--- config.mk ---
export PLATFORM = sky130hd
export DESIGN_NAME = escape_byte_stuffing_codec_flat
export DESIGN_NICKNAME = d
export VERILOG_FILES = /design/src/rtl/escb_pkg.sv /design/src/rtl/escb_req_if.sv /design/src/rtl/escb_rsp_if.sv /design/src/rtl/escb_csr_if.sv /design/src/rtl/escb_front.sv /design/src/rtl/escb_queue.sv /design/src/rtl/escb_back.sv /design/src/rtl/escape_byte_stuffing_codec.sv /design/src/flat_wrapper.sv
export SDC_FILE = /design/constraint.sdc
export NUM_CORES = 1
export LEC_CHECK = 0
export BUFFER_PORTS_ARGS = -buffer_cell sky130_fd_sc_hd__buf_2
export CORE_MARGIN = 4
export CORE_UTILIZATION = 30
export CTS_BUF_LIST = sky130_fd_sc_hd__clkbuf_16
export CTS_CLUSTER_SIZE = 28
export DETAILED_ROUTE_END_ITERATION = 8
export PLACE_DENSITY = 0.48
export SLEW_MARGIN = 40
export SYNTH_ARGS = -nofsm -noshare
export SYNTH_HDL_FRONTEND = slang
export SYNTH_HIERARCHICAL = 1
export SYNTH_SLANG_ARGS = --single-unit
--- constraint.sdc ---
create_clock -name clock -period 3.3 [get_ports clock]
set_input_delay 0 -clock clock [delete_from_list [all_inputs] [get_ports clock]]
set_output_delay 0 -clock clock [all_outputs]
set_load 0.02 [all_outputs]
--- src/rtl/escb_pkg.sv ---
`default_nettype none

package escb_pkg;

   localparam int COUNT_WIDTH    = 16;
   localparam int OUT_COUNT_W    = 16;
   localparam int CSR_INDEX_W    = 2;
   localparam int QUEUE_DEPTH    = 2;
   localparam int QUEUE_PTR_W    = 1;
   localparam int QUEUE_CNT_W    = 2;

   localparam logic       DIRECTION_RESET = 1'b1;
   localparam logic [7:0] FLAG_RESET      = 8'h7E;
   localparam logic [7:0] ESCAPE_RESET    = 8'h7D;
   localparam logic [7:0] CODE_ESC        = 8'h01;
   localparam logic [7:0] CODE_FLAG       = 8'h02;

   typedef enum logic [CSR_INDEX_W-1:0] {
      CSR_DIRECTION   = 2'd0,
      CSR_FLAG_BYTE   = 2'd1,
      CSR_ESCAPE_BYTE = 2'd2
   } csr_index_type;

   typedef struct packed {
      logic       direction;
      logic [7:0] flag_byte;
      logic [7:0] escape_byte;
   } cfg_type;

   // One classified request: one or two bytes, or an error result.
   typedef struct packed {
      logic [7:0] first_byte;
      logic [7:0] second_byte;
      logic       pair;
      logic       last;
      logic       err;
   } cmd_type;

   typedef struct packed {
      logic full;
      logic empty;
   } q_status_type;

endpackage

`default_nettype wire

--- src/rtl/escb_req_if.sv ---
`default_nettype none

interface escb_req_if;
   logic       valid;
   logic       ready;
   logic [7:0] data_byte;
   logic       in_last;

   modport source (output valid, output data_byte, output in_last, input ready);
   modport sink (input valid, input data_byte, input in_last, output ready);
endinterface

`default_nettype wire

--- src/rtl/escb_rsp_if.sv ---
`default_nettype none

interface escb_rsp_if;
   logic        valid;
   logic        ready;
   logic [7:0]  out_byte;
   logic        out_last;
   logic        error;
   logic [15:0] out_count;

   modport source (output valid, output out_byte, output out_last, output error,
                   output out_count, input ready);
   modport sink (input valid, input out_byte, input out_last, input error,
                 input out_count, output ready);
endinterface

`default_nettype wire

--- src/rtl/escb_csr_if.sv ---
`default_nettype none

interface escb_csr_if;
   logic       valid;
   logic       ready;
   logic [1:0] index;
   logic [7:0] wdata;

   modport source (output valid, output index, output wdata, input ready);
   modport sink (input valid, input index, input wdata, output ready);
endinterface

`default_nettype wire

--- src/rtl/escb_front.sv ---
`default_nettype none

module escb_front (
   input  wire                    clock,
   input  wire                    reset,
   input  escb_pkg::cfg_type      cfg,
   escb_req_if.sink               req_ch,
   input  escb_pkg::q_status_type q_status,
   output logic                   push,
   output escb_pkg::cmd_type      cmd
);

   logic pending_ff, pending_in;
   logic dropping_ff, dropping_in;
   logic accept;

   assign req_ch.ready = !q_status.full;
   assign accept       = req_ch.valid && req_ch.ready;

   always_comb begin
      pending_in      = pending_ff;
      dropping_in     = dropping_ff;
      push            = 1'b0;
      cmd.first_byte  = req_ch.data_byte;
      cmd.second_byte = escb_pkg::CODE_ESC;
      cmd.pair        = 1'b0;
      cmd.last        = req_ch.in_last;
      cmd.err         = 1'b0;
      if (accept) begin
         if (dropping_ff) begin
            if (req_ch.in_last) begin
               dropping_in = 1'b0;
            end
         end else if (cfg.direction) begin
            pending_in = 1'b0;
            push       = 1'b1;
            if (req_ch.data_byte == cfg.flag_byte) begin
               cmd.first_byte  = cfg.escape_byte;
               cmd.second_byte = escb_pkg::CODE_FLAG;
               cmd.pair        = 1'b1;
            end else if (req_ch.data_byte == cfg.escape_byte) begin
               cmd.first_byte  = cfg.escape_byte;
               cmd.second_byte = escb_pkg::CODE_ESC;
               cmd.pair        = 1'b1;
            end
         end else if (pending_ff) begin
            pending_in = 1'b0;
            push       = 1'b1;
            if (req_ch.data_byte == escb_pkg::CODE_ESC) begin
               cmd.first_byte = cfg.escape_byte;
            end else if (req_ch.data_byte == escb_pkg::CODE_FLAG) begin
               cmd.first_byte = cfg.flag_byte;
            end else begin
               cmd.err     = 1'b1;
               cmd.last    = 1'b1;
               dropping_in = !req_ch.in_last;
            end
         end else if (req_ch.data_byte == cfg.escape_byte) begin
            if (req_ch.in_last) begin
               push     = 1'b1;
               cmd.err  = 1'b1;
            end else begin
               pending_in = 1'b1;
            end
         end else begin
            push = 1'b1;
         end
      end
   end

   always_ff @(posedge clock) begin
      if (reset) begin
         pending_ff  <= 1'b0;
         dropping_ff <= 1'b0;
      end else begin
         pending_ff  <= pending_in;
         dropping_ff <= dropping_in;
      end
   end

endmodule

`default_nettype wire

--- src/rtl/escb_queue.sv ---
`default_nettype none

module escb_queue (
   input  wire                     clock,
   input  wire                     reset,
   input  wire                     push,
   input  escb_pkg::cmd_type       push_cmd,
   input  wire                     pop,
   output escb_pkg::cmd_type       head_cmd,
   output escb_pkg::q_status_type  status
);

   escb_pkg::cmd_type entry_ff [escb_pkg::QUEUE_DEPTH];
   logic [escb_pkg::QUEUE_PTR_W-1:0] wr_ptr_ff, wr_ptr_in;
   logic [escb_pkg::QUEUE_PTR_W-1:0] rd_ptr_ff, rd_ptr_in;
   logic [escb_pkg::QUEUE_CNT_W-1:0] cnt_ff, cnt_in;

   assign status.full  = (cnt_ff == escb_pkg::QUEUE_CNT_W'(escb_pkg::QUEUE_DEPTH));
   assign status.empty = (cnt_ff == '0);
   assign head_cmd     = entry_ff[rd_ptr_ff];

   always_comb begin
      wr_ptr_in = push ? wr_ptr_ff + 1'b1 : wr_ptr_ff;
      rd_ptr_in = pop ? rd_ptr_ff + 1'b1 : rd_ptr_ff;
      cnt_in    = cnt_ff;
      if (push && !pop) begin
         cnt_in = cnt_ff + 1'b1;
      end else if (pop && !push) begin
         cnt_in = cnt_ff - 1'b1;
      end
   end

   always_ff @(posedge clock) begin
      if (reset) begin
         wr_ptr_ff <= '0;
         rd_ptr_ff <= '0;
         cnt_ff    <= '0;
      end else begin
         wr_ptr_ff <= wr_ptr_in;
         rd_ptr_ff <= rd_ptr_in;
         cnt_ff    <= cnt_in;
      end
   end

   always_ff @(posedge clock) begin
      if (push) begin
         entry_ff[wr_ptr_ff] <= push_cmd;
      end
   end

endmodule

`default_nettype wire

--- src/rtl/escb_back.sv ---
`default_nettype none

module escb_back #(
   parameter int COUNT_WIDTH = escb_pkg::COUNT_WIDTH
) (
   input  wire                    clock,
   input  wire                    reset,
   input  escb_pkg::cmd_type      head_cmd,
   input  escb_pkg::q_status_type q_status,
   output logic                   pop,
   escb_rsp_if.source             rsp_ch
);

   logic                   rsp_valid_ff, rsp_valid_in;
   logic [7:0]             out_byte_ff, out_byte_in;
   logic                   out_last_ff, out_last_in;
   logic                   error_ff, error_in;
   logic [escb_pkg::OUT_COUNT_W-1:0] out_count_ff, out_count_in;
   logic [COUNT_WIDTH-1:0] cnt_ff, cnt_in;
   logic                   phase_ff, phase_in;
   logic [COUNT_WIDTH-1:0] cnt_inc;
   logic                   load;
   logic                   res_last;

   assign rsp_ch.valid     = rsp_valid_ff;
   assign rsp_ch.out_byte  = out_byte_ff;
   assign rsp_ch.out_last  = out_last_ff;
   assign rsp_ch.error     = error_ff;
   assign rsp_ch.out_count = out_count_ff;

   assign load    = !rsp_valid_ff || rsp_ch.ready;
   assign cnt_inc = (cnt_ff == '1) ? cnt_ff : cnt_ff + 1'b1;

   always_comb begin
      rsp_valid_in = rsp_valid_ff;
      out_byte_in  = out_byte_ff;
      out_last_in  = out_last_ff;
      error_in     = error_ff;
      out_count_in = out_count_ff;
      cnt_in       = cnt_ff;
      phase_in     = phase_ff;
      pop          = 1'b0;
      res_last     = 1'b0;
      if (load) begin
         rsp_valid_in = !q_status.empty;
         if (!q_status.empty) begin
            if (head_cmd.err) begin
               out_byte_in  = '0;
               out_last_in  = 1'b1;
               error_in     = 1'b1;
               out_count_in = escb_pkg::OUT_COUNT_W'(cnt_ff);
               cnt_in       = '0;
               pop          = 1'b1;
            end else begin
               if (!phase_ff) begin
                  out_byte_in = head_cmd.first_byte;
                  res_last    = head_cmd.last && !head_cmd.pair;
                  phase_in    = head_cmd.pair;
                  pop         = !head_cmd.pair;
               end else begin
                  out_byte_in = head_cmd.second_byte;
                  res_last    = head_cmd.last;
                  phase_in    = 1'b0;
                  pop         = 1'b1;
               end
               out_last_in  = res_last;
               error_in     = 1'b0;
               out_count_in = res_last ? escb_pkg::OUT_COUNT_W'(cnt_inc) : '0;
               cnt_in       = res_last ? '0 : cnt_inc;
            end
         end
      end
   end

   always_ff @(posedge clock) begin
      if (reset) begin
         rsp_valid_ff <= 1'b0;
         cnt_ff       <= '0;
         phase_ff     <= 1'b0;
      end else begin
         rsp_valid_ff <= rsp_valid_in;
         cnt_ff       <= cnt_in;
         phase_ff     <= phase_in;
      end
   end

   always_ff @(posedge clock) begin
      out_byte_ff  <= out_byte_in;
      out_last_ff  <= out_last_in;
      error_ff     <= error_in;
      out_count_ff <= out_count_in;
   end

endmodule

`default_nettype wire

--- src/rtl/escape_byte_stuffing_codec.sv ---
// The front takes one request per cycle while the two-entry command queue is not full;
// a byte that escapes into a pair holds the response register for both of its bytes,
// so the queue can fill and stall the requests.
// Reset (synchronous, active high) clears the queue, response register, message state
// and restores direction = escape, flag byte 0x7E, escape byte 0x7D.
`default_nettype none

module escape_byte_stuffing_codec #(
   parameter int COUNT_WIDTH = escb_pkg::COUNT_WIDTH
) (
   input  wire        clock,
   input  wire        reset,
   escb_req_if.sink   req_ch,
   escb_rsp_if.source rsp_ch,
   escb_csr_if.sink   csr_ch
);

   escb_pkg::cfg_type      cfg_ff, cfg_in;
   escb_pkg::cmd_type      push_cmd;
   escb_pkg::cmd_type      head_cmd;
   escb_pkg::q_status_type q_status;
   logic                   push;
   logic                   pop;

   // Take configuration writes at any time; each lands at its own edge, so the
   // sender keeps them to periods with nothing in flight.
   assign csr_ch.ready = 1'b1;

   // Decode the register index; drop writes to unused indexes.
   always_comb begin
      cfg_in = cfg_ff;
      if (csr_ch.valid && csr_ch.ready) begin
         case (csr_ch.index)
            escb_pkg::CSR_DIRECTION:   cfg_in.direction   = csr_ch.wdata[0];
            escb_pkg::CSR_FLAG_BYTE:   cfg_in.flag_byte   = csr_ch.wdata;
            escb_pkg::CSR_ESCAPE_BYTE: cfg_in.escape_byte = csr_ch.wdata;
            default:                   cfg_in = cfg_ff;
         endcase
      end
   end

   always_ff @(posedge clock) begin
      if (reset) begin
         cfg_ff.direction   <= escb_pkg::DIRECTION_RESET;
         cfg_ff.flag_byte   <= escb_pkg::FLAG_RESET;
         cfg_ff.escape_byte <= escb_pkg::ESCAPE_RESET;
      end else begin
         cfg_ff <= cfg_in;
      end
   end

   // Front: accept each request, track pending escape and dropping, classify
   // into a command (single byte, escape pair, or error).
   escb_front u_front (
      .clock    (clock),
      .reset    (reset),
      .cfg      (cfg_ff),
      .req_ch   (req_ch),
      .q_status (q_status),
      .push     (push),
      .cmd      (push_cmd)
   );

   // Decouple front and back so each side can stall on its own.
   escb_queue u_queue (
      .clock    (clock),
      .reset    (reset),
      .push     (push),
      .push_cmd (push_cmd),
      .pop      (pop),
      .head_cmd (head_cmd),
      .status   (q_status)
   );

   // Back: expand commands into responses, count emitted bytes, hold the
   // response register while the sink stalls.
   escb_back #(
      .COUNT_WIDTH (COUNT_WIDTH)
   ) u_back (
      .clock    (clock),
      .reset    (reset),
      .head_cmd (head_cmd),
      .q_status (q_status),
      .pop      (pop),
      .rsp_ch   (rsp_ch)
   );

endmodule

`default_nettype wire

--- src/flat_wrapper.sv ---
// flat-port wrapper written by rule: the top's interface ports become plain ports
module escape_byte_stuffing_codec_flat 
#(
   parameter int COUNT_WIDTH = escb_pkg::COUNT_WIDTH
)
  (clock, reset, req_ch_valid, req_ch_data_byte, req_ch_in_last, req_ch_ready, rsp_ch_valid, rsp_ch_out_byte, rsp_ch_out_last, rsp_ch_error, rsp_ch_out_count, rsp_ch_ready, csr_ch_valid, csr_ch_index, csr_ch_wdata, csr_ch_ready);
  escb_req_if req_ch_i ();
  escb_rsp_if rsp_ch_i ();
  escb_csr_if csr_ch_i ();
  input  wire clock;
  input  wire reset;
  input wire logic [$bits(req_ch_i.valid)-1:0] req_ch_valid;
  input wire logic [$bits(req_ch_i.data_byte)-1:0] req_ch_data_byte;
  input wire logic [$bits(req_ch_i.in_last)-1:0] req_ch_in_last;
  output wire logic [$bits(req_ch_i.ready)-1:0] req_ch_ready;
  output wire logic [$bits(rsp_ch_i.valid)-1:0] rsp_ch_valid;
  output wire logic [$bits(rsp_ch_i.out_byte)-1:0] rsp_ch_out_byte;
  output wire logic [$bits(rsp_ch_i.out_last)-1:0] rsp_ch_out_last;
  output wire logic [$bits(rsp_ch_i.error)-1:0] rsp_ch_error;
  output wire logic [$bits(rsp_ch_i.out_count)-1:0] rsp_ch_out_count;
  input wire logic [$bits(rsp_ch_i.ready)-1:0] rsp_ch_ready;
  input wire logic [$bits(csr_ch_i.valid)-1:0] csr_ch_valid;
  input wire logic [$bits(csr_ch_i.index)-1:0] csr_ch_index;
  input wire logic [$bits(csr_ch_i.wdata)-1:0] csr_ch_wdata;
  output wire logic [$bits(csr_ch_i.ready)-1:0] csr_ch_ready;
  assign req_ch_i.valid = req_ch_valid;
  assign req_ch_i.data_byte = req_ch_data_byte;
  assign req_ch_i.in_last = req_ch_in_last;
  assign req_ch_ready = req_ch_i.ready;
  assign rsp_ch_valid = rsp_ch_i.valid;
  assign rsp_ch_out_byte = rsp_ch_i.out_byte;
  assign rsp_ch_out_last = rsp_ch_i.out_last;
  assign rsp_ch_error = rsp_ch_i.error;
  assign rsp_ch_out_count = rsp_ch_i.out_count;
  assign rsp_ch_i.ready = rsp_ch_ready;
  assign csr_ch_i.valid = csr_ch_valid;
  assign csr_ch_i.index = csr_ch_index;
  assign csr_ch_i.wdata = csr_ch_wdata;
  assign csr_ch_ready = csr_ch_i.ready;
  escape_byte_stuffing_codec #(.COUNT_WIDTH(COUNT_WIDTH)) u_core (.clock(clock), .reset(reset), .req_ch(req_ch_i), .rsp_ch(rsp_ch_i), .csr_ch(csr_ch_i));
endmodule
==> After elaboration in Yosys (flattened, before gate mapping) <==
Memories as Yosys holds them, arrays and structs flattened. A register that Yosys moved wholly into a read port is not among the register bits.
Cells that the tools add are included.
{ "word_totals": {"regBits": 67, "latch_bits": 0, "mem_bits_rw": 38, "romBits": 0, "inputBits": 24, "out_inout_bits": 29, "elab_cells": 105, "mem_count": 1} }
{ "mem_list": {"columns": ["memory", "depth", "word_bits", "rd", "rd_ports_with_merged_regs", "write_ports", "line", "rtl"], "rows": [
  ["u_core.u_queue.entry_ff", 2, 19, 1, 1, 1, "escb_queue.sv:13", "escb_pkg::cmd_type entry_ff [escb_pkg::QUEUE_DEPTH];"]
]} }
{ "op_classes": {"addsub": 5, "n_mul": 0, "div": 0, "n_lt_le_gt_ge": 0, "eq_ne": 8, "shift": 0, "muxes": 52, "n_bitwise": 3, "reduce_logical": 21} }
{ "op_table": {"columns": ["operator", "count"], "rows": [
  ["$mux W16", 5],
  ["$mux W8", 5],
  ["$mux W19", 2],
  ["$mux W17", 2],
  ["$mux W1", 32],
  ["$add A16 B1 Y16 const B", 1],
  ["$eq A16 B16 Y1 const B", 1],
  ["$eq A8 B8 Y1", 2],
  ["$mux W2", 5],
  ["$reduce_and A2 Y1", 5],
  ["$mux W9", 1],
  ["$eq A8 B1 Y1 const B", 1],
  ["$eq A8 B2 Y1 const B", 1],
  ["$logic_not A1 Y1", 7],
  ["$eq A2 B2 Y1 const B", 2],
  ["$logic_and A1 B1 Y1", 4],
  ["$logic_not A2 Y1", 2],
  ["$not A1 Y1", 3],
  ["$reduce_and A3 Y1", 1],
  ["$add A1 B1 Y1 const B", 2],
  ["$add A2 B1 Y2 const B", 1],
  ["$eq A2 B1 Y1 const B", 1],
  ["$reduce_bool A2 Y1", 1],
  ["$sub A2 B1 Y2 const B", 1],
  ["$logic_or A1 B1 Y1", 1]
]} }

==> Depth between registers and ports, before layout <==
Gate-level depths: netlist of the first run.
{ "depth": {"word_depth": 10, "mapped_depth": 11, "mapped_depth_nobuf": 9} }

==> Cells and area by module <==
The synthesis of the first run kept the hierarchy.
{ "modules_own_cells": {"columns": ["mod", "instances", "cells_per_inst", "area_per_inst_um2", "seq_area_each_um2"], "rows": [
  ["escb_back", 1, 250, 2434.8, 1141.1],
  ["escb_queue", 1, 81, 1579.0, 1241.2],
  ["escb_front", 1, 104, 718.2, 40.0],
  ["escape_byte_stuffing_codec", 1, 72, 704.4, 340.3]
]} }

==> Worst setup path before layout of the first run <==
No wires, ideal clock.
{ "synth_timing": {"path_kind": "register to register", "from": "register u_core/u_queue/cnt_ff[0] (netlist name)", "to": "memory u_core/u_queue/entry_ff[0][0] (netlist name), enable pin", "setup_time_ps": 397, "arrival_time_ps": 2267, "required_time_ps": 2903, "slack_ps": 636, "stages_incl_launch_ff": 6, "path_buffers": 1, "period_less_slack_ps": 2664, "cell_sequence": "dfxtp_1 -> and2b_2 -> or3b_1 -> clkbuf_1 -> a21oi_1 -> nor2b_1"} }
{ "synth_rtl": {"columns": ["element", "line", "rtl"], "rows": [
  ["from (decl)", "escb_queue.sv:16", "logic [escb_pkg::QUEUE_CNT_W-1:0] cnt_ff, cnt_in;"],
  ["from (signal assigned)", "escb_queue.sv:41", "cnt_ff <= cnt_in;"],
  ["to (decl)", "escb_queue.sv:13", null]
]} }

==> results list, run 1 <==
- The run finished with clean final reports.
- Initial core utilization: between 30% and 40%
- Setup repair after global routing left no endpoint under its margin.
- After floorplanning, the core was divided into between 40 and 50 placement rows.
- Setup violators final: 0
- Measured along the x axis, the die boundary spans between 100 and 150 µm.
- HPWL after detailed placement: 8990 µm
- Mean area per synthesized cell: 10.7 µm²
- In this run the post-CTS setup repair buffer count came out at 0.
- No sink is reached through more buffers than the 2 on the longest clock path.
* Standby leakage power: about 2.2 nW
- The first global-routing pass estimated 20,900 µm of wire.
* Detail-routed via count per cell: 5.12
- Once detail routing completed, the nets flagged for antenna violations numbered 0.
- Via Count: ~4,000
- Worst Hold Class: in -> reg
- Total detailed-routing wirelength: 12,800 µm
- Setup CP Type: reg -> reg
- The first detailed-routing pass ran for 4 iterations.
* Destination of the worst register-to-register timing path: u_core/u_back/cnt_ff[5]
- The floorplan step defined a die boundary enclosing 0.0203 mm².
- Storage cell area: between 0.002 and 0.003 mm²
- The congestion estimate from routability-driven global placement came to between 0.8 and 0.9.
* Final critical-path share of the clock period: 73.9%
- Last element of the critical path: u_core/u_back/cnt_ff[5]
- Number of buffers inserted during clock tree synthesis: 9
- Largest cells by area after synthesis: sky130_fd_sc_hd__edfxtp_1 35%, sky130_fd_sc_hd__dfxtp_1 15%, sky130_fd_sc_hd__mux2i_1 4.8%
- Ys async rst share: 0%
- After detailed routing, the number of remaining DRC violations is 0.
* Number of instances in the synthesized netlist: a little over 500
* Final Hold Violating Endpoints: 0
* Register-to-Register Setup Slack: between 0.8 and 0.9 ns
- Measured against its own limit, the worst slew margin works out to 48.2%.
- GRT Util Overall: around an eighth
* Cell type with the largest total area after synthesis: sky130_fd_sc_hd__edfxtp_1
* Leftover overflow at the end of global routing: 0
* H-tree Lvls: 3
- The net count of the finished layout is slightly below 600.
- Antenna diode instance count: 0
- Antenna violations before repair: 0
- Data on the critical path is required at its endpoint by ~3.6 ns.
- Data arrives at the worst endpoint at 2.73 ns.
- Of the synthesized area, sequential elements account for between 50% and 60%.
- Summing all multi-input logic gate instances after layout gives 0.00240 mm².
- Kind of end point of the critical path: flop
* Post-route cell area: 0.00626 mm²
* Post-synthesis instance area: around 0.0054 mm²
- Yosys printed 6 warnings.
- Synthesis instantiated between 70 and 80 different standard cells from the library.
- Maximum fanout along the worst path: 24
* Floorplan core area: 0.0175 mm²
- Largest net degree at the start of global routing: 46
- Count of maximum capacitance violations: 0
- Count of pins on the block boundary: 53
- Signed area change from the synthesized netlist to the final layout: 15.1%
- In this run the power density over the cells is 685 mW/mm².
* Max Transition Viols Final: 0
* CTS tree: yes
* Number of port buffers: 51
* Clk slew on worst S/H paths: 0.07 ns
- Area fraction of the dominant cell type after synthesis: 35.4%
- Fmax achieved: between 400 and 500 MHz
* Starting DRC count in detailed routing: 290
- At the later pin of the worst-skew pair, clock insertion delay measures 0.35 ns.
* Most common flop cell mapped by yosys: sky130_fd_sc_hd__edfxtp_1
- The clock arrives with 0.00915 ns of skew.
* Die span in y: 143 µm
- Counting cells, the worst reg-to-reg path comes to 6.
- The worst setup path is launched from a flop.
* Vias in the first global route: 3,981
- Number of synthesized flops with an enable pin: 64
- CTS root buf: sky130_fd_sc_hd__clkbuf_16
- Detailed-route wire length per cell: about 16 µm
- Total cell area at the placement stage: 0.00583 mm²
- CTS sink cnt: roughly 110
* Fraction of layout cells with a size suffix above 1: 20.1%
* Filler cell count in the final layout: between 1,500 and 2,000
* Yosys reg bits: about 110
- After routing, the total negative slack on setup checks comes to 0 ns.
- Post-route minimum period: ~2.4 ns
* Actual slew at the worst max-slew pin: 0.773 ns
- Max VDD drop: around 0.32 mV
layout by cell type (no fill, tap or decap), drive strengths merged, types with 7 or more instances in the layout:
cell type    synthesis  layout
edfxtp              64      64
xor2                18      18
nand2b              13      13
dfxtp               42      42
mux2i               26      26
clkbuf              13      10
buf                 21      60
nor2                50      50
and4                 7       7
mux2                19      19
nand3               20      20
nor3                 8       8
conb                 2       7
a21oi               40      40
nor4                 8       8
nand4                8       8
dlygate4sd3          0      12
inv                 15      19
o21ai               17      17
nand2               29      29
o211ai               8       8
kinds of logic (layout without fill, tap and decap cells):
family                   count (synthesis)  after routing  synth area share [%]
XOR/XNOR                                20             20                  3.22
AO/OA/AOI/OAI                          111            111                  14.1
flip-flops                             106            106                  50.8
adder cells (fa/ha/maj)                  2              2                 0.460
multiplexers                            45             45                  8.72
buffers and inverters                   49            103                  5.32
AND/OR/NAND/NOR                        172            172                  17.2
other                                    2              7                 0.138
area by class of cell:
type                            instances  share of cell area [%]
Timing Repair Buffer                   72                    7.12
Tap cell                              225                    4.50
Clock inverter                          6                   0.900
Clock buffer                           10                    4.00
Inverter                               15                   0.900
Sequential cell                       106                    44.2
Multi-Input combinational cell        357                    38.4
registers in the layout (all words and copies together), names as in the netlist, named ones only:
register and count:
u_core/cfg_ff 17, u_core/u_back/cnt_ff 16, u_core/u_back/phase_ff 1, u_core/u_back/rsp_ch.error 1
u_core/u_back/rsp_ch.out_byte 8, u_core/u_back/rsp_ch.out_count 16, u_core/u_back/rsp_ch.out_last 1, u_core/u_back/rsp_ch.valid 1
u_core/u_front/dropping_ff 1, u_core/u_front/pending_ff 1, u_core/u_queue/cnt_ff 2, u_core/u_queue/entry_ff 38
u_core/u_queue/rd_ptr_ff 1, u_core/u_queue/wr_ptr_ff 1
cells in the mapped netlist, drive strengths merged (3+ instances only):
| cell type | count |
|---|---|
| edfxtp | 64 |
| nor2 | 50 |
| dfxtp | 42 |
| a21oi | 40 |
| nand2 | 29 |
| mux2i | 26 |
| buf | 21 |
| nand3 | 20 |
| mux2 | 19 |
| xor2 | 18 |
| o21ai | 17 |
| inv | 15 |
| clkbuf | 13 |
| nand2b | 13 |
| nand4 | 8 |
| nor3 | 8 |
| nor4 | 8 |
| o211ai | 8 |
| and4 | 7 |
| a31oi | 5 |
| a41oi | 5 |
| and3 | 5 |
| nor2b | 5 |
| o31ai | 5 |
| o32a | 5 |
| a211oi | 3 |
| nor3b | 3 |
| or4 | 3 |
worst min-delay path by stage:
stage | from | to | slack [ns] | cells after the start
2_1_floorplan | reset | u_core/u_queue/cnt_ff[1] | 0.07 | 1
3_3_place_gp | csr_ch_wdata[6] | u_core/cfg_ff[14] | 0.26 | 3
3_5_place_dp | csr_ch_wdata[5] | u_core/cfg_ff[5] | 0.28 | 3
4_1_cts | req_ch_in_last | u_core/u_front/dropping_ff | 0.007 | 4
5_1_grt | req_ch_in_last | u_core/u_queue/entry_ff[1][1] | 0.04 | 2
6_report | req_ch_in_last | u_core/u_front/dropping_ff | 0.02 | 4
worst max-delay path: stages (launching register included):
cell                        delay, ns
sky130_fd_sc_hd__dfxtp_1         0.34
sky130_fd_sc_hd__mux2_2          0.55
sky130_fd_sc_hd__or2_1           0.35
sky130_fd_sc_hd__a2111oi_4       0.37
sky130_fd_sc_hd__buf_4           0.25
sky130_fd_sc_hd__or4b_1          0.44
sky130_fd_sc_hd__nand3_1         0.09
what timing repair did:
item | in CTS | in global routing
hold buffers | 12 | 0
resized for setup | 0 | 0
hold endpoints to repair | 19 | 0
layer usage:
layer	track usage, %	share of wire, %	vias to the layer above
met5	0	0	-
met4	4.90	2.0	0
met3	3.15	3.6	20
met2	21.7	49	81
met1	16.3	45	1977
li1	-	-	1975
report_power, final:
group	switching (mW)	internal (mW)	leakage, nW
logic	0.878	0.467	1.08
registers	0.101	1.73	0.947
clock network	0.476	0.631	0.161
metrics by stage:
stage          total power, mW  std cells  hold slack, ns  util [%]  worst slack [ns]
6_report                  4.29        791          0.0218      35.7             0.860
5_1_grt                   4.55        791          0.0438      35.7             0.758
4_1_cts                   4.36        791         0.00725      35.7             0.840
3_5_place_dp              3.22        763           0.279      33.2             0.863
3_3_place_gp              3.21        763           0.259      33.2             0.910
2_1_floorplan             2.78        512          0.0691         -             0.636
No activity file was read; power rests on OpenSTA's default activity.
==> run 2: changes to the inputs <==
--- a/config.mk
+++ b/config.mk
@@ -5,13 +5,14 @@
 export SDC_FILE = /design/constraint.sdc
 export NUM_CORES = 1
 export LEC_CHECK = 0
+export ABC_AREA = 1
 export BUFFER_PORTS_ARGS = -buffer_cell sky130_fd_sc_hd__buf_2
 export CORE_MARGIN = 4
 export CORE_UTILIZATION = 30
 export CTS_BUF_LIST = sky130_fd_sc_hd__clkbuf_16
 export CTS_CLUSTER_SIZE = 28
 export DETAILED_ROUTE_END_ITERATION = 8
-export PLACE_DENSITY = 0.48
+export PLACE_DENSITY = 0.5
 export SLEW_MARGIN = 40
 export SYNTH_ARGS = -nofsm -noshare
 export SYNTH_HDL_FRONTEND = slang
==> constraint.sdc (replaced) <==
create_clock -name clock -period 2.13 [get_ports clock]
set_input_delay 0 -clock clock [delete_from_list [all_inputs] [get_ports clock]]
set_output_delay 0 -clock clock [all_outputs]
set_load 0.02 [all_outputs]
==> run 2 against run 1 <==
Net effect: clock power up 43%; sequential share of layout area down 1.8 points; non-clock buffer count up 4; cell area up 4.2%; largest power group unchanged; register-to-register slack worse by 0.67 ns; highest routed layer unchanged; wire length down 5.8%; sequential power up 57%; utilization up 0.14 points; worst setup slack worse by 0.67 ns; via count up 7.0%.
==> results list, run 2 <==
- Run status: complete, no violations (unchanged)
- Wire length of the first global-routing pass: 20,700 µm (was 20,900 µm)
- Floorplan core area: 0.0182 mm² (was 0.0175 mm²)
- The top cell type by total area after synthesis is sky130_fd_sc_hd__edfxtp_1 (unchanged).
- The routed wire length per instance came to 12.7 µm (was 16.2 µm).
- The max-slew violation count came to 0 (unchanged).
- The count of H-tree levels built during CTS was 3 (unchanged).
* Cells after DPL: 924 (was 763)
* Actual slew at the worst max-slew pin: 0.744 ns (was 0.773 ns)
- The net load switching power is 2.46 mW (was 1.46 mW).
- The worst clock skew was 0.00674 ns (was 0.00915 ns).
- The area of all placed cells without fillers came to 0.00652 mm² (was 0.00626 mm²).
* Worst Hold Class: in -> reg (unchanged)
* Registers with the most flip-flops: u_core/u_queue/entry_ff x38, u_core/cfg_ff x17 (unchanged)
* ANT nets after route: 0 (unchanged)
- The leading cell type in the layout, fill and taps excluded is sky130_fd_sc_hd__nand2_1 (was sky130_fd_sc_hd__edfxtp_1).
* Routability Congestion: 0.853 (was 0.838)
- The number of flops mapped to enable cells by yosys is 64 (unchanged).
* CTS tree: yes (unchanged)
- List of cells traversed by the critical path: xnor2_1, nand2_1, nor2_1, nand2_1, nor2_1, nand3_1, nand2_1, inv_1, ha_1, inv_1, nand3_1, nand2_1, inv_1, nor2_1 (was mux2_2, or2_1, a2111oi_4, buf_4, or4b_1, nand3_1).
- Cell with the most instances after synthesis: sky130_fd_sc_hd__nand2_1 (was sky130_fd_sc_hd__edfxtp_1)
- The count of boundary I/O pins came to 53 (unchanged).
* Worst-Skew Late Latency: 0.36 ns (was 0.35 ns)
* Cell-internal power: 4.33 mW (was 2.83 mW)
- The via count of the first global-routing pass is 4,221 (was 3,981).
* Detail-routed via count per cell: 4.57 (was 5.12)
* Bufs and invs on worst path: 3 (was 1)
* Largest cells by area after synthesis: sky130_fd_sc_hd__edfxtp_1 34%, sky130_fd_sc_hd__dfxtp_1 15%, sky130_fd_sc_hd__nand2_1 11% (was sky130_fd_sc_hd__edfxtp_1 35%, sky130_fd_sc_hd__dfxtp_1 15%, sky130_fd_sc_hd__mux2i_1 4.8%)
* First-pass iteration count of the detailed router: 5 (was 4)
- The buffers inserted during post-CTS setup optimization is 0 (unchanged).
* Pwr Density: 1040 mW/mm² (was 685 mW/mm²)
- The kind of critical path is reg -> reg (unchanged).
- Antenna violations before repair: 0 (unchanged)
- Starting DRC count in detailed routing: 255 (was 290)
- Largest register FFs: 38 (unchanged)
* CP peak stage delay: 0.38 ns (was 0.55 ns)
- Core occupancy in the finished layout: 35.8% (was 35.7%)
- CTS sink cnt: 106 (unchanged)
- Post-route minimum period: 1.94 ns (was 2.44 ns)
- Fraction of layout cells with a size suffix above 1: 22.9% (was 20.1%)
- Switching Share: 36.2% (was 33.9%)
- Yosys reg bits: 106 (unchanged)
- Maximum fanout along the worst path: 4 (was 24)
* Total cell area at the placement stage: 0.00614 mm² (was 0.00583 mm²)
- Overall die area: 0.0210 mm² (was 0.0203 mm²)
* Highest-count cells in the layout ignoring fill and taps: 168 x sky130_fd_sc_hd__nand2_1, 83 x sky130_fd_sc_hd__nor2_1, 64 x sky130_fd_sc_hd__edfxtp_1 (was 64 x sky130_fd_sc_hd__edfxtp_1, 50 x sky130_fd_sc_hd__buf_2, 49 x sky130_fd_sc_hd__nor2_1)
- The routed wire length was 12,100 µm (was 12,800 µm).
- The data required time at the worst endpoint was 2.43 ns (was 3.59 ns).
* Number of buffers on the longest clock path: 2 (unchanged)
- Horizontal die dimension: 145 µm (was 143 µm)
* Fmax achieved: 516 MHz (was 410 MHz)
- The number of nets in the finished design was 742 (was 587).
- Die span in y: 145 µm (was 143 µm)
- Final critical-path share of the clock period: 91.0% (was 73.9%)
* Logic pwr share: 34.2% (was 31.4%)
- Share of total power in sequential cells: 42.4% (was 42.8%)
* HPWL after detailed placement: 8880 µm (was 8990 µm)
* Number of buffers inserted during clock tree synthesis: 9 (unchanged)
- The number of port buffers was 51 (unchanged).
* Max_slew headroom: 50.3% (was 48.2%)
- Post-route setup slack: 0.191 ns (was 0.860 ns)
* Power Total: 6.79 mW (was 4.29 mW)
- Post-synthesis instance area: 0.00562 mm² (was 0.00544 mm²)
- Ys Warns: 6 (unchanged)
- Largest Register: u_core/u_queue/entry_ff (unchanged)
- Count of maximum capacitance violations: 0 (unchanged)
- The post-route worst hold slack came to 0.0178 ns (was 0.0218 ns).
- Mean area per synthesized cell: 8.67 µm² (was 10.7 µm²)
* Area fraction of the dominant cell type after synthesis: 34.2% (was 35.4%)
* Resized Gates After CTS: 0 (unchanged)
* Post-Route Setup TNS: 0 ns (unchanged)
* Setup repair after global routing missed its margin: no (unchanged)
* Unique masters post-synth: 41 (was 76)
- The antenna diode count was 0 (unchanged).
* Clk slew on worst S/H paths: 0.07 ns (about the same)
* Residual DRC count: 0 (unchanged)
- Commonest cells in the netlist: 168 x sky130_fd_sc_hd__nand2_1, 84 x sky130_fd_sc_hd__nor2_1, 64 x sky130_fd_sc_hd__edfxtp_1 (was 64 x sky130_fd_sc_hd__edfxtp_1, 49 x sky130_fd_sc_hd__nor2_1, 42 x sky130_fd_sc_hd__dfxtp_1).
- Via Count: 4,338 (was 4,053)
- Final Hold Violating Endpoints: 0 (unchanged)
* Site row count: 49 (was 48)
* CP max stage cell: sky130_fd_sc_hd__dfxtp_1 (was sky130_fd_sc_hd__mux2_2)
- The startpoint kind of the worst setup timing path was a flop (unchanged).
- Among the stages of the critical path, the cell type that occurs most often is sky130_fd_sc_hd__nand2_1.
* Power share of the clock group: 23.4% (was 25.8%)
- Cell family with the largest share of critical-path delay: simple AND/OR/NAND/NOR gates (unchanged)
* Largest net degree at the start of global routing: 24 (was 46)
* Standby leakage power: 2.69 nW (was 2.19 nW)
- The area added between synthesis and finish was 16.0% (was 15.1%).
* Hold_buf cts: 10 (was 12)
- Worst slack after detailed placement: 0.201 ns (was 0.863 ns)
- The starting density of the core is 30.9% (was 31.0%).
- Most common flop cell mapped by yosys: sky130_fd_sc_hd__edfxtp_1 (unchanged)
- Max VDD drop: 0.556 mV (was 0.321 mV)
- The leftover overflow at the end of global routing came to 0 (unchanged).
* Crit path arrival time: 2.23 ns (was 2.73 ns)
- The async set or reset register ratio after synthesis is 0% (unchanged).
- Non-Filler Instances: 950 (was 791)
- GRT Util Overall: 11.8% (was 13.0%)
- Number of instances in the synthesized netlist: 649 (was 507)
- The count of final setup violators was 0 (unchanged).
- The cell at the root of the clock tree is sky130_fd_sc_hd__clkbuf_16 (unchanged).
- The portion of the post-synthesis area used by sequential elements was 49.1% (was 50.8%).
* Kind of end point of the critical path: flop (unchanged)
## run 2: changes by cell type after synthesis, sizes merged, moves of 8 or more
cell,change
nor4,-8
mux2i,-26
nand2b,-13
xor2,-14
o21ai,+16
clkbuf,-8
xnor2,+9
nand3,+19
nor2,+45
nand4,+12
a21oi,-17
nand2,+162
inv,+53
## run 2: final timing paths
kind	start	slack (ns)	cells past startpoint	endpoint
hold reg to reg	u_core/u_front/dropping_ff	0.48	2	u_core/u_front/dropping_ff
setup reg to reg	u_core/cfg_ff[6]	0.19	14	u_core/u_queue/cnt_ff[1]
setup / recovery	u_core/cfg_ff[6]	0.19	14	u_core/u_queue/cnt_ff[1]
hold / removal	reset	0.02	3	u_core/cfg_ff[13]
## run 2: cells by family after synthesis
kind of cell | after synthesis | synth area share [%]
AND/OR/NAND/NOR | 348 | 28.5
multiplexers | 19 | 4.47
flip-flops | 106 | 49.1
adder cells (fa/ha/maj) | 2 | 0.445
buffers and inverters | 95 | 8.57
AO/OA/AOI/OAI | 62 | 6.47
other | 2 | 0.134
XOR/XNOR | 15 | 2.34
## run 2: area by class of cell
| type | count | area (µm²) |
|---|---|---|
| inverters | 70 | 290 |
| fillers | 1827 | 11700 |
| clock inverters | 7 | 52.6 |
| clock buffers | 9 | 225 |
| multi-input cells | 453 | 2410 |
| well taps | 229 | 287 |
| flip-flops and latches | 106 | 2760 |
| repair buffers | 76 | 493 |
## run 2: worst register-to-register path, cell delays in order (launching register included)
cell and delay (ns):
sky130_fd_sc_hd__dfxtp_1 0.38, sky130_fd_sc_hd__xnor2_1 0.13, sky130_fd_sc_hd__nand2_1 0.07, sky130_fd_sc_hd__nor2_1 0.14
sky130_fd_sc_hd__nand2_1 0.15, sky130_fd_sc_hd__nor2_1 0.12, sky130_fd_sc_hd__nand3_1 0.10, sky130_fd_sc_hd__nand2_1 0.07
sky130_fd_sc_hd__inv_1 0.07, sky130_fd_sc_hd__ha_1 0.32, sky130_fd_sc_hd__inv_1 0.08, sky130_fd_sc_hd__nand3_1 0.08
sky130_fd_sc_hd__nand2_1 0.06, sky130_fd_sc_hd__inv_1 0.04, sky130_fd_sc_hd__nor2_1 0.08
## run 2: power groups by stage
| stage | clock network [mW] | registers [mW] | logic (mW) |
|---|---|---|---|
| 5_1_grt | 1.73 | 2.92 | 2.56 |
| 4_1_cts | 1.65 | 2.89 | 2.37 |
| 3_5_place_dp | 0 | 2.94 | 2.35 |
| 2_1_floorplan | 0 | 3.21 | 1.35 |
| 6_report | 1.59 | 2.88 | 2.32 |
| 3_3_place_gp | 0 | 2.92 | 2.33 |
## run 2: metal layers
metal / GRT usage (%) / wire (µm)
met5: 0 / 0
met1: 15.7 / 5840
met4: 4.61 / 222
met3: 2.25 / 486
met2: 19.2 / 5550
